**config.mk**
```make
export PLATFORM = sky130hd
export DESIGN_NAME = threshold_light_debouncer
export DESIGN_NICKNAME = d
export VERILOG_FILES = /design/src/rtl/core/tld_pkg.sv /design/src/rtl/core/tld_cfg_regs.sv /design/src/rtl/core/tld_grader.sv /design/src/rtl/core/tld_tracker.sv /design/src/rtl/core/threshold_light_debouncer.sv
export VERILOG_INCLUDE_DIRS = /design/src /design/src/rtl/core
export SDC_FILE = /design/constraint.sdc
export NUM_CORES = 1
export LEC_CHECK = 0
export ABC_AREA = 1
export BUFFER_PORTS_ARGS = -buffer_cell sky130_fd_sc_hd__buf_4
export CAP_MARGIN = 0
export CELL_PAD_IN_SITES_DETAIL_PLACEMENT = 1
export CELL_PAD_IN_SITES_GLOBAL_PLACEMENT = 2
export CORE_MARGIN = 1.5
export CORE_UTILIZATION = 39
export CTS_CLUSTER_SIZE = 40
export DETAILED_ROUTE_END_ITERATION = 6
export HOLD_SLACK_MARGIN = 0.02
export PLACE_DENSITY = 0.84
export RECOVER_POWER = 100
export SLEW_MARGIN = 10
export SYNTH_ARGS = -nofsm -noshare
export SYNTH_HDL_FRONTEND = slang
export SYNTH_SLANG_ARGS = --single-unit
```
**constraint.sdc**
```tcl
create_clock -name i_clk -period 10.1 [get_ports i_clk]
set_input_delay 3.03 -clock i_clk [delete_from_list [all_inputs] [get_ports i_clk]]
set_output_delay 3.03 -clock i_clk [all_outputs]
set_load 0.01 [all_outputs]
```
**src/rtl/core/threshold_light_debouncer_macros.svh**
```systemverilog
// Assertion macros used by the light debouncer tracker RTL.
`ifndef THRESHOLD_LIGHT_DEBOUNCER_MACROS_SVH
`define THRESHOLD_LIGHT_DEBOUNCER_MACROS_SVH

// Same-cycle implication, disabled while reset is asserted.
`define TLD_ASSERT_NOW(label, clk, rst_n, ante, cons, msg) \
    label: assert property (@(posedge clk) disable iff (!rst_n) (ante) |-> (cons)) \
        else $error(msg);

// Next-cycle implication, disabled while reset is asserted.
`define TLD_ASSERT_NEXT(label, clk, rst_n, ante, cons, msg) \
    label: assert property (@(posedge clk) disable iff (!rst_n) (ante) |=> (cons)) \
        else $error(msg);

`endif

```
**src/rtl/core/tld_pkg.sv**
```systemverilog
// Package: request/response types, config types and grade helpers.
`timescale 1ns / 1ps

package tld_pkg;

    // command codes
    localparam logic [1:0] CMD_PROBE = 2'd0;
    localparam logic [1:0] CMD_CLASS = 2'd1;
    localparam logic [1:0] CMD_SPEED = 2'd2;
    localparam logic [1:0] CMD_NET   = 2'd3;

    // light / grade codes
    localparam logic [1:0] GRADE_TEST   = 2'd0;
    localparam logic [1:0] GRADE_GREEN  = 2'd1;
    localparam logic [1:0] GRADE_YELLOW = 2'd2;
    localparam logic [1:0] GRADE_RED    = 2'd3;

    // config register indexes
    localparam logic [2:0] REG_SIG_GOOD   = 3'd0;
    localparam logic [2:0] REG_SIG_FAIR   = 3'd1;
    localparam logic [2:0] REG_DLY_GOOD   = 3'd2;
    localparam logic [2:0] REG_DLY_FAIR   = 3'd3;
    localparam logic [2:0] REG_LOSS_GOOD  = 3'd4;
    localparam logic [2:0] REG_LOSS_FAIR  = 3'd5;
    localparam logic [2:0] REG_REPEAT     = 3'd6;
    localparam logic [2:0] REG_WEAK_RUN   = 3'd7;

    localparam int CFG_IDX_W  = 3;
    localparam int CFG_DATA_W = 16;

    // config reset values
    localparam logic signed [7:0] SIG_GOOD_RST  = -8'sd60;
    localparam logic signed [7:0] SIG_FAIR_RST  = -8'sd70;
    localparam logic [15:0]       DLY_GOOD_RST  = 16'd50;
    localparam logic [15:0]       DLY_FAIR_RST  = 16'd150;
    localparam logic [6:0]        LOSS_GOOD_RST = 7'd2;
    localparam logic [6:0]        LOSS_FAIR_RST = 7'd8;
    localparam logic [7:0]        REPEAT_RST    = 8'd3;
    localparam logic [7:0]        WEAK_RUN_RST  = 8'd3;

    // score bands for 1..6 quality scores
    localparam logic [2:0] SCORE_GREEN_MAX  = 3'd2;
    localparam logic [2:0] SCORE_YELLOW_MAX = 3'd4;

    localparam logic [7:0] COUNT_MAX = 8'hFF;

    typedef struct packed {
        logic [1:0]        cmd;
        logic signed [7:0] signal_dbm;
        logic [15:0]       gateway_delay;
        logic [15:0]       server_delay;
        logic [6:0]        loss_percent;
        logic [2:0]        local_quality;
        logic [2:0]        remote_quality;
        logic              test_ok;
        logic              in_class;
    } t_in_req;

    typedef struct packed {
        logic [1:0] light;
        logic       light_changed;
        logic       weak_notice;
    } t_out_rsp;

    typedef struct packed {
        logic signed [7:0] signal_good_level;
        logic signed [7:0] signal_fair_level;
        logic [15:0]       delay_good_limit;
        logic [15:0]       delay_fair_limit;
        logic [6:0]        loss_good_limit;
        logic [6:0]        loss_fair_limit;
        logic [7:0]        repeat_needed;
        logic [7:0]        weak_run_needed;
    } t_cfg;

    // grades produced by the comparator stage
    typedef struct packed {
        logic [1:0] probe_grade;
        logic [1:0] class_grade;
        logic [1:0] speed_grade;
    } t_grades;

    function automatic logic [1:0] grade_score(input logic [2:0] q);
        logic [1:0] g;
        if (q <= SCORE_GREEN_MAX) begin
            g = GRADE_GREEN;
        end else if (q <= SCORE_YELLOW_MAX) begin
            g = GRADE_YELLOW;
        end else begin
            g = GRADE_RED;
        end
        return g;
    endfunction

endpackage

```
**src/rtl/core/tld_cfg_regs.sv**
```systemverilog
// Configuration register file with plain write port.
`timescale 1ns / 1ps

module tld_cfg_regs (
    input  logic                            i_clk,
    input  logic                            i_rst_n,
    input  logic                            i_cfg_we,
    input  logic [tld_pkg::CFG_IDX_W-1:0]   i_cfg_idx,
    input  logic [tld_pkg::CFG_DATA_W-1:0]  i_cfg_data,
    output tld_pkg::t_cfg                   o_cfg
);
    import tld_pkg::*;

    t_cfg r_cfg;

    always_ff @(posedge i_clk) begin
        if (!i_rst_n) begin
            r_cfg.signal_good_level <= SIG_GOOD_RST;
            r_cfg.signal_fair_level <= SIG_FAIR_RST;
            r_cfg.delay_good_limit  <= DLY_GOOD_RST;
            r_cfg.delay_fair_limit  <= DLY_FAIR_RST;
            r_cfg.loss_good_limit   <= LOSS_GOOD_RST;
            r_cfg.loss_fair_limit   <= LOSS_FAIR_RST;
            r_cfg.repeat_needed     <= REPEAT_RST;
            r_cfg.weak_run_needed   <= WEAK_RUN_RST;
        end else if (i_cfg_we) begin
            case (i_cfg_idx)
                REG_SIG_GOOD:  r_cfg.signal_good_level <= i_cfg_data[7:0];
                REG_SIG_FAIR:  r_cfg.signal_fair_level <= i_cfg_data[7:0];
                REG_DLY_GOOD:  r_cfg.delay_good_limit  <= i_cfg_data;
                REG_DLY_FAIR:  r_cfg.delay_fair_limit  <= i_cfg_data;
                REG_LOSS_GOOD: r_cfg.loss_good_limit   <= i_cfg_data[6:0];
                REG_LOSS_FAIR: r_cfg.loss_fair_limit   <= i_cfg_data[6:0];
                REG_REPEAT:    r_cfg.repeat_needed     <= i_cfg_data[7:0];
                REG_WEAK_RUN:  r_cfg.weak_run_needed   <= i_cfg_data[7:0];
                default: ;
            endcase
        end
    end

    assign o_cfg = r_cfg;

endmodule

```
**src/rtl/core/tld_grader.sv**
```systemverilog
// Threshold comparators: probe, class report and speed test grades.
`timescale 1ns / 1ps

module tld_grader (
    input  tld_pkg::t_in_req i_req,
    input  tld_pkg::t_cfg    i_cfg,
    output tld_pkg::t_grades o_grades
);
    import tld_pkg::*;

    logic signed [7:0] sig;
    logic signed [7:0] sig_good;
    logic signed [7:0] sig_fair;
    logic [15:0]       dly;
    logic [1:0]        g_sig;
    logic [1:0]        g_dly;
    logic [1:0]        g_los;
    logic [1:0]        worst;
    logic [2:0]        q_worst;

    assign sig      = i_req.signal_dbm;
    assign sig_good = i_cfg.signal_good_level;
    assign sig_fair = i_cfg.signal_fair_level;

    // larger of the two round-trip times
    assign dly = (i_req.server_delay > i_req.gateway_delay) ?
                 i_req.server_delay : i_req.gateway_delay;

    always_comb begin
        if (sig > sig_good)      g_sig = GRADE_GREEN;
        else if (sig > sig_fair) g_sig = GRADE_YELLOW;
        else                     g_sig = GRADE_RED;

        if (dly < i_cfg.delay_good_limit)      g_dly = GRADE_GREEN;
        else if (dly < i_cfg.delay_fair_limit) g_dly = GRADE_YELLOW;
        else                                   g_dly = GRADE_RED;

        if (i_req.loss_percent < i_cfg.loss_good_limit)      g_los = GRADE_GREEN;
        else if (i_req.loss_percent < i_cfg.loss_fair_limit) g_los = GRADE_YELLOW;
        else                                                 g_los = GRADE_RED;

        worst = g_sig;
        if (g_dly > worst) worst = g_dly;
        if (g_los > worst) worst = g_los;
    end

    assign q_worst = (i_req.local_quality > i_req.remote_quality) ?
                     i_req.local_quality : i_req.remote_quality;

    assign o_grades.probe_grade = worst;
    assign o_grades.class_grade = grade_score(q_worst);
    assign o_grades.speed_grade = grade_score(i_req.local_quality);

endmodule

```
**src/rtl/core/tld_tracker.sv**
```systemverilog
// Light state: debouncer, weak-run counter and notice flag.
`timescale 1ns / 1ps

module tld_tracker (
    input  logic              i_clk,
    input  logic              i_rst_n,
    input  logic              i_fire,
    input  tld_pkg::t_in_req  i_req,
    input  tld_pkg::t_grades  i_grades,
    input  tld_pkg::t_cfg     i_cfg,
    output tld_pkg::t_out_rsp o_rsp
);
    import tld_pkg::*;
    `include "threshold_light_debouncer_macros.svh"

    logic [1:0] r_shown,     n_shown;
    logic [1:0] r_cand,      n_cand;
    logic [7:0] r_creps,     n_creps;
    logic [7:0] r_weak_run,  n_weak_run;
    logic       r_given,     n_given;

    logic [1:0] cand;
    logic [7:0] creps_inc;
    logic [7:0] weak_inc;
    logic       changed;
    logic       notice;

    // probe and class candidates share one debouncer
    assign cand      = (i_req.cmd == CMD_PROBE) ? i_grades.probe_grade : i_grades.class_grade;
    assign creps_inc = (r_creps < COUNT_MAX) ? r_creps + 8'd1 : r_creps;
    assign weak_inc  = (r_weak_run < COUNT_MAX) ? r_weak_run + 8'd1 : r_weak_run;

    always_comb begin
        n_shown    = r_shown;
        n_cand     = r_cand;
        n_creps    = r_creps;
        n_weak_run = r_weak_run;
        n_given    = r_given;
        changed    = 1'b0;
        notice     = 1'b0;

        case (i_req.cmd)
            CMD_PROBE, CMD_CLASS: begin
                if (cand == r_shown) begin
                    n_creps = '0;
                end else if (cand == r_cand) begin
                    if (creps_inc >= i_cfg.repeat_needed) begin
                        n_shown = cand;
                        n_creps = '0;
                        changed = 1'b1;
                    end else begin
                        n_creps = creps_inc;
                    end
                end else begin
                    n_cand  = cand;
                    n_creps = 8'd1;
                end

                if (i_req.cmd == CMD_PROBE) begin
                    if (cand >= GRADE_YELLOW) begin
                        n_weak_run = weak_inc;
                        if (weak_inc >= i_cfg.weak_run_needed && !r_given &&
                            !i_req.in_class) begin
                            notice  = 1'b1;
                            n_given = 1'b1;
                        end
                    end else begin
                        n_weak_run = '0;
                    end
                end
            end
            CMD_SPEED: begin
                if (i_req.test_ok) begin
                    n_shown = i_grades.speed_grade;
                    changed = 1'b1;
                end
            end
            CMD_NET: begin
                n_shown    = GRADE_TEST;
                n_cand     = GRADE_TEST;
                n_creps    = '0;
                n_weak_run = '0;
                n_given    = 1'b0;
                changed    = 1'b1;
            end
            default: ;
        endcase
    end

    always_ff @(posedge i_clk) begin
        if (!i_rst_n) begin
            r_shown    <= GRADE_TEST;
            r_cand     <= GRADE_TEST;
            r_creps    <= '0;
            r_weak_run <= '0;
            r_given    <= 1'b0;
        end else if (i_fire) begin
            r_shown    <= n_shown;
            r_cand     <= n_cand;
            r_creps    <= n_creps;
            r_weak_run <= n_weak_run;
            r_given    <= n_given;
        end
    end

    assign o_rsp.light         = n_shown;
    assign o_rsp.light_changed = changed;
    assign o_rsp.weak_notice   = notice;

    `TLD_ASSERT_NOW(a_notice_once, i_clk, i_rst_n, i_fire && r_given, !o_rsp.weak_notice,
        "weak notice raised twice without a network change")
    `TLD_ASSERT_NOW(a_notice_probe_only, i_clk, i_rst_n,
        i_fire && (i_req.cmd != CMD_PROBE), !o_rsp.weak_notice,
        "weak notice raised by a non-probe request")
    `TLD_ASSERT_NEXT(a_net_clears, i_clk, i_rst_n, i_fire && (i_req.cmd == CMD_NET),
        (r_shown == GRADE_TEST) && (r_weak_run == '0) && !r_given,
        "network change did not clear the light state")
    `TLD_ASSERT_NEXT(a_debounce_switch, i_clk, i_rst_n,
        i_fire && (i_req.cmd == CMD_PROBE) && o_rsp.light_changed,
        (r_shown != $past(r_shown)) && (r_creps == '0),
        "debounced switch did not move the light")

endmodule

```
**src/rtl/core/threshold_light_debouncer.sv**
```systemverilog
// Top level: input register, grading/debounce logic and output register.
`timescale 1ns / 1ps

// Network quality light with threshold grading and debounce.
// Input channel: i_valid / o_stall carry one request (t_in_req) per accept;
// cmd selects probe sample, class quality report, speed test or network change.
// Output channel: o_valid / i_stall carry one response (t_out_rsp) per request,
// in request order: the light after the request, whether it changed, and
// whether the once-only weak-run notice was raised.
// A request accepted into the input register is processed into the result register,
// which drives o_valid. Throughput: one request per cycle while the output is not
// stalled; the grading comparators and the 8-bit counter updates all sit between
// those two registers, so state written by one request is seen by the next.
// Stall: while i_stall holds, the result register keeps its response, one more
// request may sit in the input register, and then o_stall rises; o_stall follows
// i_stall combinationally so no request is dropped.
// Reset (synchronous, i_rst_n low): both pipeline registers empty, light shows
// testing, counters and notice flag clear, thresholds return to their defaults.
// Config writes (i_cfg_we) are registered; write them only while idle.
module threshold_light_debouncer (
    input  logic                            i_clk,
    input  logic                            i_rst_n,
    input  logic                            i_valid,
    output logic                            o_stall,
    input  tld_pkg::t_in_req                i_req,
    output logic                            o_valid,
    input  logic                            i_stall,
    output tld_pkg::t_out_rsp               o_rsp,
    input  logic                            i_cfg_we,
    input  logic [tld_pkg::CFG_IDX_W-1:0]   i_cfg_idx,
    input  logic [tld_pkg::CFG_DATA_W-1:0]  i_cfg_data
);
    import tld_pkg::*;

    t_cfg     cfg;
    t_grades  grades;
    t_out_rsp rsp;

    t_in_req  r_in;
    logic     r_in_vld;
    t_out_rsp r_out;
    logic     r_out_vld;

    logic out_open;   // result register can take a new response
    logic fire;       // request in the input register is processed this cycle
    logic in_take;    // new request accepted this cycle

    assign out_open = !r_out_vld || !i_stall;
    assign fire     = r_in_vld && out_open;
    assign o_stall  = r_in_vld && !fire;
    assign in_take  = i_valid && !o_stall;

    tld_cfg_regs u_cfg (
        .i_clk      (i_clk),
        .i_rst_n    (i_rst_n),
        .i_cfg_we   (i_cfg_we),
        .i_cfg_idx  (i_cfg_idx),
        .i_cfg_data (i_cfg_data),
        .o_cfg      (cfg)
    );

    tld_grader u_grader (
        .i_req    (r_in),
        .i_cfg    (cfg),
        .o_grades (grades)
    );

    tld_tracker u_tracker (
        .i_clk    (i_clk),
        .i_rst_n  (i_rst_n),
        .i_fire   (fire),
        .i_req    (r_in),
        .i_grades (grades),
        .i_cfg    (cfg),
        .o_rsp    (rsp)
    );

    // input register
    always_ff @(posedge i_clk) begin
        if (!i_rst_n) begin
            r_in_vld <= 1'b0;
        end else if (in_take) begin
            r_in_vld <= 1'b1;
        end else if (fire) begin
            r_in_vld <= 1'b0;
        end
    end

    always_ff @(posedge i_clk) begin
        if (in_take) begin
            r_in <= i_req;
        end
    end

    // result register
    always_ff @(posedge i_clk) begin
        if (!i_rst_n) begin
            r_out_vld <= 1'b0;
        end else if (fire) begin
            r_out_vld <= 1'b1;
        end else if (!i_stall) begin
            r_out_vld <= 1'b0;
        end
    end

    always_ff @(posedge i_clk) begin
        if (fire) begin
            r_out <= rsp;
        end
    end

    assign o_valid = r_out_vld;
    assign o_rsp   = r_out;

endmodule
```
==> impl_metrics.json, run 1 <==
{
  "fin_crit_sh_pct": 67.8,
  "failed_checks": "max-capacitance violations, max-slew violations",
  "synthXorXnorAreaFrac_pct": 1.00,
  "syn_to_final_growth_pct": 16.6,
  "vias": 7111,
  "wl_per_cell_um": 15.4,
  "place_hpwl_um": 15800,
  "mappedNetlistNets": 1225,
  "cellLeakagePower_nw": 4.57,
  "p_clk_share_pct": 41.2,
  "gp_congestion": 0.739,
  "async_flop_share_pct": 0,
  "start_util_pct": 39.9,
  "power_density_mw_per_mm2": 165,
  "cts_hold_buf": 0,
  "synth_ff_type": "dfxtp_1",
  "drt-initial-drc-count": 296,
  "clk_latency_ns": 0.44,
  "ys_seq_elements": 162,
  "grt_pass1_wl_um": 36500,
  "maxCapViolCount": 2,
  "internal_power_mw": 1.21,
  "synthAdderAreaFrac_pct": 15.1,
  "crit_slowest_cell": "clkbuf_1",
  "pwr-share-comb_pct": 15.7,
  "critPathLaunchType": "input port",
  "finalNetCount": 1307,
  "final_area_mm2": 0.0102,
  "avgViaCountPerCell": 5.03,
  "numClockSinks": 162,
  "n_antenna_cell": 0,
  "fmax_ghz": 0.146,
  "synth_compound_area_share_pct": 16.1,
  "setup_violations": 0,
  "wl_um": 21700,
  "cts_setup_buffers": 0,
  "ir_drop_mv": 0.0942,
  "ant_nets": 0,
  "cts_inserted_buffers": 17,
  "ys_types": 38,
  "fp.coreArea_mm2": 0.0219,
  "ctsResizeCount": 0,
  "die_area_mm2": 0.0233,
  "antenna_found_initial": 0,
  "synth_cells": 1039,
  "cp.arrival_ns": 7.16,
  "pwr-share-seq_pct": 43.0,
  "tightest_slew_ns": 3.28,
  "muxShareOfSynthArea_pct": 0,
  "synth_edf_count": 61,
  "synth_area_per_cell_um2": 8.40,
  "synth_top_family_by_area": "compound AO/OA/AOI/OAI gates",
  "cts.htree.levels": 4,
  "final.setup.tns_ns": 0,
  "grt_setup_unrepaired": "no",
  "max_stage_delay_ns": 2.25,
  "syn_area_mm2": 0.00872,
  "power_switching_mw": 0.471,
  "cts_tree": "built",
  "grt_pass1_vias": 7263,
  "drc": 0,
  "outcome": "complete, but fails checks",
  "io_pins": 87,
  "switching_share_pct": 28.1,
  "critPathKind": "in -> reg",
  "grt_max_degree": 80,
  "fin_crit_ns": 6.85,
  "ys_seq_area_share_pct": 44.2,
  "fp.dieH_um": 153,
  "rows": 54,
  "synth-simple-area-share_pct": 14.9,
  "critPathRequiredTime_ns": 10.42,
  "placed_area_mm2": 0.00964,
  "final-max-slew-violation-count": 136,
  "nFillCells": 2642,
  "die_w_um": 153,
  "hold_class": "reg -> reg",
  "port_buffers": 86,
  "drive_above_1_share_pct": 10.4,
  "hold_violations": 0,
  "yosysWarnings": 0,
  "grt_usage_pct": 19.6,
  "worstPathMaxFanout": 79,
  "finClkSkew_ns": 0.00946,
  "first_pass_iters": 4,
  "overflow": 0,
  "critPathCaptureType": "flop",
  "cts_buffer_depth": 2,
  "worstPathCellList": "clkbuf_1, inv_1, a21oi_1, o21ai_0",
  "clk_pin_slew_worst_paths_ns": 0.07,
  "cts-root-buf": "clkbuf_16",
  "maxSlewHeadroom_pct": -119
}
## layout make-up
class	instances	area [um2]	area share [%]
Timing Repair Buffer	87	604	5.94
Tap cell	280	350	3.44
Multi-Input combinational cell	675	4080	40.1
Clock buffer	17	425	4.18
Clock inverter	15	193	1.89
Sequential cell	162	3850	37.9
Inverter	178	668	6.57
## state kept, by name, summed over array words and instances, names as in the netlist
| name | cells |
|---|---|
| u_cfg.o_cfg | 78 |
| r_in | 57 |
| u_tracker.r_creps | 8 |
| u_tracker.r_weak_run | 8 |
| o_rsp | 4 |
| u_tracker.r_cand | 2 |
| u_tracker.r_shown | 2 |
| o_valid | 1 |
| r_in_vld | 1 |
| u_tracker.r_given | 1 |
## routing by layer
layer	track usage (%)	wire, um	vias to the layer above
li1	-	-	3626
met1	26.2	10700	3351
met2	32.7	10100	114
met3	3.21	693	20
met4	5.68	255	0
met5	0	0	-
## cell usage in the layout, fill, tap and decap left out, drive strengths merged
cell	instances
a221oi	3
buf	21
nor3	7
a211o	1
a22oi	1
xnor2	2
o221ai	3
ha	105
clkinvlp	1
and2	1
a211oi	3
nand4	7
a21boi	1
o21bai	5
edfxtp	61
a21o	4
o211ai	18
o311ai	1
o21ai	84
nand3	38
nor2	78
clkinv	4
o21a	5
a21oi	127
or2	2
nand2	171
bufinv	3
inv	185
xor2	8
clkbuf	83
dfxtp	101
## metrics by stage
stage / utilization, % / hold slack [ns] / instances / worst slack (ns) / power [mW]
final: 46.5 / 0.464 / 1414 / 3.25 / 1.68
after global routing: 46.5 / 0.487 / 1414 / 2.59 / 1.77
after CTS: 46.8 / 0.466 / 1414 / 3.61 / 1.71
after detailed placement: 44.0 / 0.455 / 1382 / 3.61 / 1.01
after global placement: 44.0 / 0.449 / 1382 / 3.63 / 0.999
after floorplan: - / 0.435 / 1039 / 3.78 / 0.916
## path summary, 6_finish.rpt
kind / startpoint / endpoint / slack (ns) / depth (start not counted)
setup / recovery: i_rst_n / u_cfg.o_cfg[1] / 3.25 / 4
hold / removal: u_cfg.o_cfg[43] / u_cfg.o_cfg[43] / 0.46 / 2
setup reg to reg: r_in[28] / o_rsp[1] / 3.41 / 33
hold reg to reg: u_cfg.o_cfg[43] / u_cfg.o_cfg[43] / 0.46 / 2
## worst max-delay path, delay by kind of cell
kind	cells	cell delay, ns
buffers and inverters	2	3.65
AOI/OAI and AO/OA	2	0.46
## cell usage after synthesis, types with 2 or more instances
cell	instances	share of area, %
inv_1	177	7.6
nand2_1	163	7.0
a21oi_1	126	7.2
ha_1	105	15
dfxtp_1	101	23
o21ai_0	82	4.7
nor2_1	77	3.3
edfxtp_1	61	21
nand3_1	33	1.9
clkbuf_1	22	0.95
o211ai_1	18	1.5
xor2_1	8	0.80
nand4_1	7	0.50
nor3_1	6	0.34
nand2_2	5	0.36
o21a_1	5	0.43
o21bai_1	5	0.43
a21o_1	4	0.34
nand3_2	4	0.46
a211oi_1	3	0.26
a221oi_1	3	0.30
nand2_4	3	0.39
o221ai_1	3	0.30
o21ai_1	2	0.11
or2_2	2	0.14
xnor2_1	2	0.20
## cells by family (layout without fill, tap and decap cells)
logic type,Yosys count,count (layout)
buf+inv,202,297
flops,162,162
compound gates,256,256
fa+ha+maj,105,105
xor+xnor,10,10
simple gates,304,304
## power by group through the flow
stage / registers (mW) / logic [mW] / clock network, mW
floorplan: 0.732 / 0.185 / 0
global placement: 0.734 / 0.265 / 0
detailed placement: 0.735 / 0.273 / 0
CTS: 0.721 / 0.276 / 0.715
global route: 0.724 / 0.306 / 0.742
finish: 0.721 / 0.264 / 0.692
Note: power is estimated with default switching activity, not from simulation.
==> run 2: changes to the inputs <==
--- a/config.mk
+++ b/config.mk
@@ -12,11 +12,11 @@
 export CELL_PAD_IN_SITES_DETAIL_PLACEMENT = 1
 export CELL_PAD_IN_SITES_GLOBAL_PLACEMENT = 2
 export CORE_MARGIN = 1.5
-export CORE_UTILIZATION = 39
+export CORE_UTILIZATION = 36
 export CTS_CLUSTER_SIZE = 40
 export DETAILED_ROUTE_END_ITERATION = 6
 export HOLD_SLACK_MARGIN = 0.02
-export PLACE_DENSITY = 0.84
+export PLACE_DENSITY = 0.78
 export RECOVER_POWER = 100
 export SLEW_MARGIN = 10
 export SYNTH_ARGS = -nofsm -noshare
==> constraint.sdc (replaced) <==
create_clock -name i_clk -period 6.4 [get_ports i_clk]
set_input_delay 1.92 -clock i_clk [delete_from_list [all_inputs] [get_ports i_clk]]
set_output_delay 1.92 -clock i_clk [all_outputs]
set_load 0.01 [all_outputs]
==> impl_metrics.json, run 2 (synthesis results as in run 1) <==
{
  "outcome": "complete, but fails checks",
  "failed_checks": "max-capacitance violations, max-slew violations",
  "cp.arrival_ns": 6.17,
  "maxCapViolCount": 1,
  "power_switching_mw": 0.752,
  "overflow": 0,
  "largest_reg_flops": 78,
  "cts.htree.levels": 4,
  "pwr-share-seq_pct": 43.4,
  "critPathLaunchType": "flop",
  "fp.coreArea_mm2": 0.0236,
  "gp_congestion": 0.737,
  "n_antenna_cell": 0,
  "placed_area_mm2": 0.00969,
  "antenna_found_initial": 0,
  "setup_violations": 0,
  "final.setup.tns_ns": 0,
  "tightest_slew_ns": 2.08,
  "cp_common_cell": "a21oi_1",
  "critPathKind": "reg -> reg",
  "fin_hold_ws_ns": 0.462,
  "die_w_um": 159,
  "fmax_ghz": 0.172,
  "fp.dieH_um": 159,
  "drive_above_1_share_pct": 10.7,
  "cts_setup_buffers": 0,
  "cts_buffer_depth": 2,
  "critPathBufInv": 1,
  "grt_pass1_vias": 7062,
  "syn_to_final_growth_pct": 17.2,
  "crit_slowest_cell": "nand2_2",
  "grt_pass1_wl_um": 35800,
  "worstPathMaxFanout": 31,
  "port_buffers": 86,
  "vias": 7030,
  "ir_drop_mv": 0.146,
  "wl_um": 21800,
  "wl_per_cell_um": 15.0,
  "switching_share_pct": 28.7,
  "clk_latency_ns": 0.44,
  "io_pins": 87,
  "numClockSinks": 162,
  "cts_inserted_buffers": 17,
  "cts_tree": "built",
  "cts-root-buf": "clkbuf_16",
  "final-max-slew-violation-count": 34,
  "critPathCaptureType": "flop",
  "ctsResizeCount": 0,
  "finClkSkew_ns": 0.0159,
  "drc": 0,
  "pwr-share-comb_pct": 16.0,
  "maxSlewHeadroom_pct": -38.9,
  "start_util_pct": 36.9,
  "layout_common_cells": "inv_1 (177), nand2_1 (165), a21oi_1 (126)",
  "fin_crit_sh_pct": 90.9,
  "internal_power_mw": 1.86,
  "first_pass_iters": 4,
  "cellLeakagePower_nw": 4.56,
  "hold_violations": 0,
  "critPathRequiredTime_ns": 6.75,
  "grt_usage_pct": 18.5,
  "grt_setup_unrepaired": "no",
  "cp_top_family": "simple AND/OR/NAND/NOR gates",
  "place_hpwl_um": 16100,
  "avgViaCountPerCell": 4.83,
  "final_common_cell": "inv_1",
  "rows": 56,
  "final_cells": 1454,
  "final_area_mm2": 0.0102,
  "p_clk_share_pct": 40.5,
  "power_density_mw_per_mm2": 256,
  "ant_nets": 0,
  "clk_pin_slew_worst_paths_ns": 0.07,
  "grt_max_degree": 80,
  "die_area_mm2": 0.0252,
  "hold_class": "reg -> reg",
  "drt-initial-drc-count": 266,
  "post-place-cells": 1422,
  "finalNetCount": 1308,
  "cts_hold_buf": 0,
  "max_stage_delay_ns": 0.45,
  "fin_crit_ns": 5.81
}
-- run 2: power groups by stage --
stage / Combinational [mW] / Clock (mW) / Sequential (mW)
5_1_grt: 0.488 / 1.13 / 1.14
4_1_cts: 0.436 / 1.09 / 1.14
3_5_place_dp: 0.432 / 0 / 1.16
3_3_place_gp: 0.421 / 0 / 1.16
6_report: 0.420 / 1.06 / 1.14
2_1_floorplan: 0.291 / 0 / 1.15
-- run 2: final cells by class --
type,count,area [um2]
timing repair buffer,88,601
inverter,178,668
tap,319,399
multi-input combinational,675,4100
sequential,162,3850
clock buffer,17,425
fill,2853,13400
clock inverter,15,176
-- run 2: final timing paths --
kind              startpoint              endpoint  slack [ns]  depth (start not counted)
max reg2reg         r_in[24]  u_tracker.r_creps[2]        0.59                         34
max                 r_in[24]  u_tracker.r_creps[2]        0.59                         34
min          u_cfg.o_cfg[21]       u_cfg.o_cfg[21]        0.46                          2
min reg2reg  u_cfg.o_cfg[21]       u_cfg.o_cfg[21]        0.46                          2
-- run 2: metal layers --
layer / share of wire (%) / up-vias / GRT usage, %
met5: 0 / - / 0
met4: 0.79 / 0 / 4.27
met3: 3.0 / 13 / 3.46
met2: 46 / 85 / 30.2
met1: 51 / 3305 / 25.3
li1: - / 3627 / -
-- run 2: stage by stage --
step / utilization, % / setup WS [ns] / total power [mW]
final: 43.3 / 0.585 / 2.62
after global routing: 43.3 / 0.0130 / 2.76
after CTS: 43.6 / 0.549 / 2.67
after detailed placement: 41.1 / 0.572 / 1.59
after global placement: 41.1 / 0.789 / 1.58
after floorplan: - / 1.51 / 1.45
-- run 2: worst min-delay path: cells and delay by family, from the launching register on --
kind	cells	cell delay (ns)
AOI/OAI and AO/OA	1	0.06
buffers and inverters	1	0.06
DFF	1	0.30
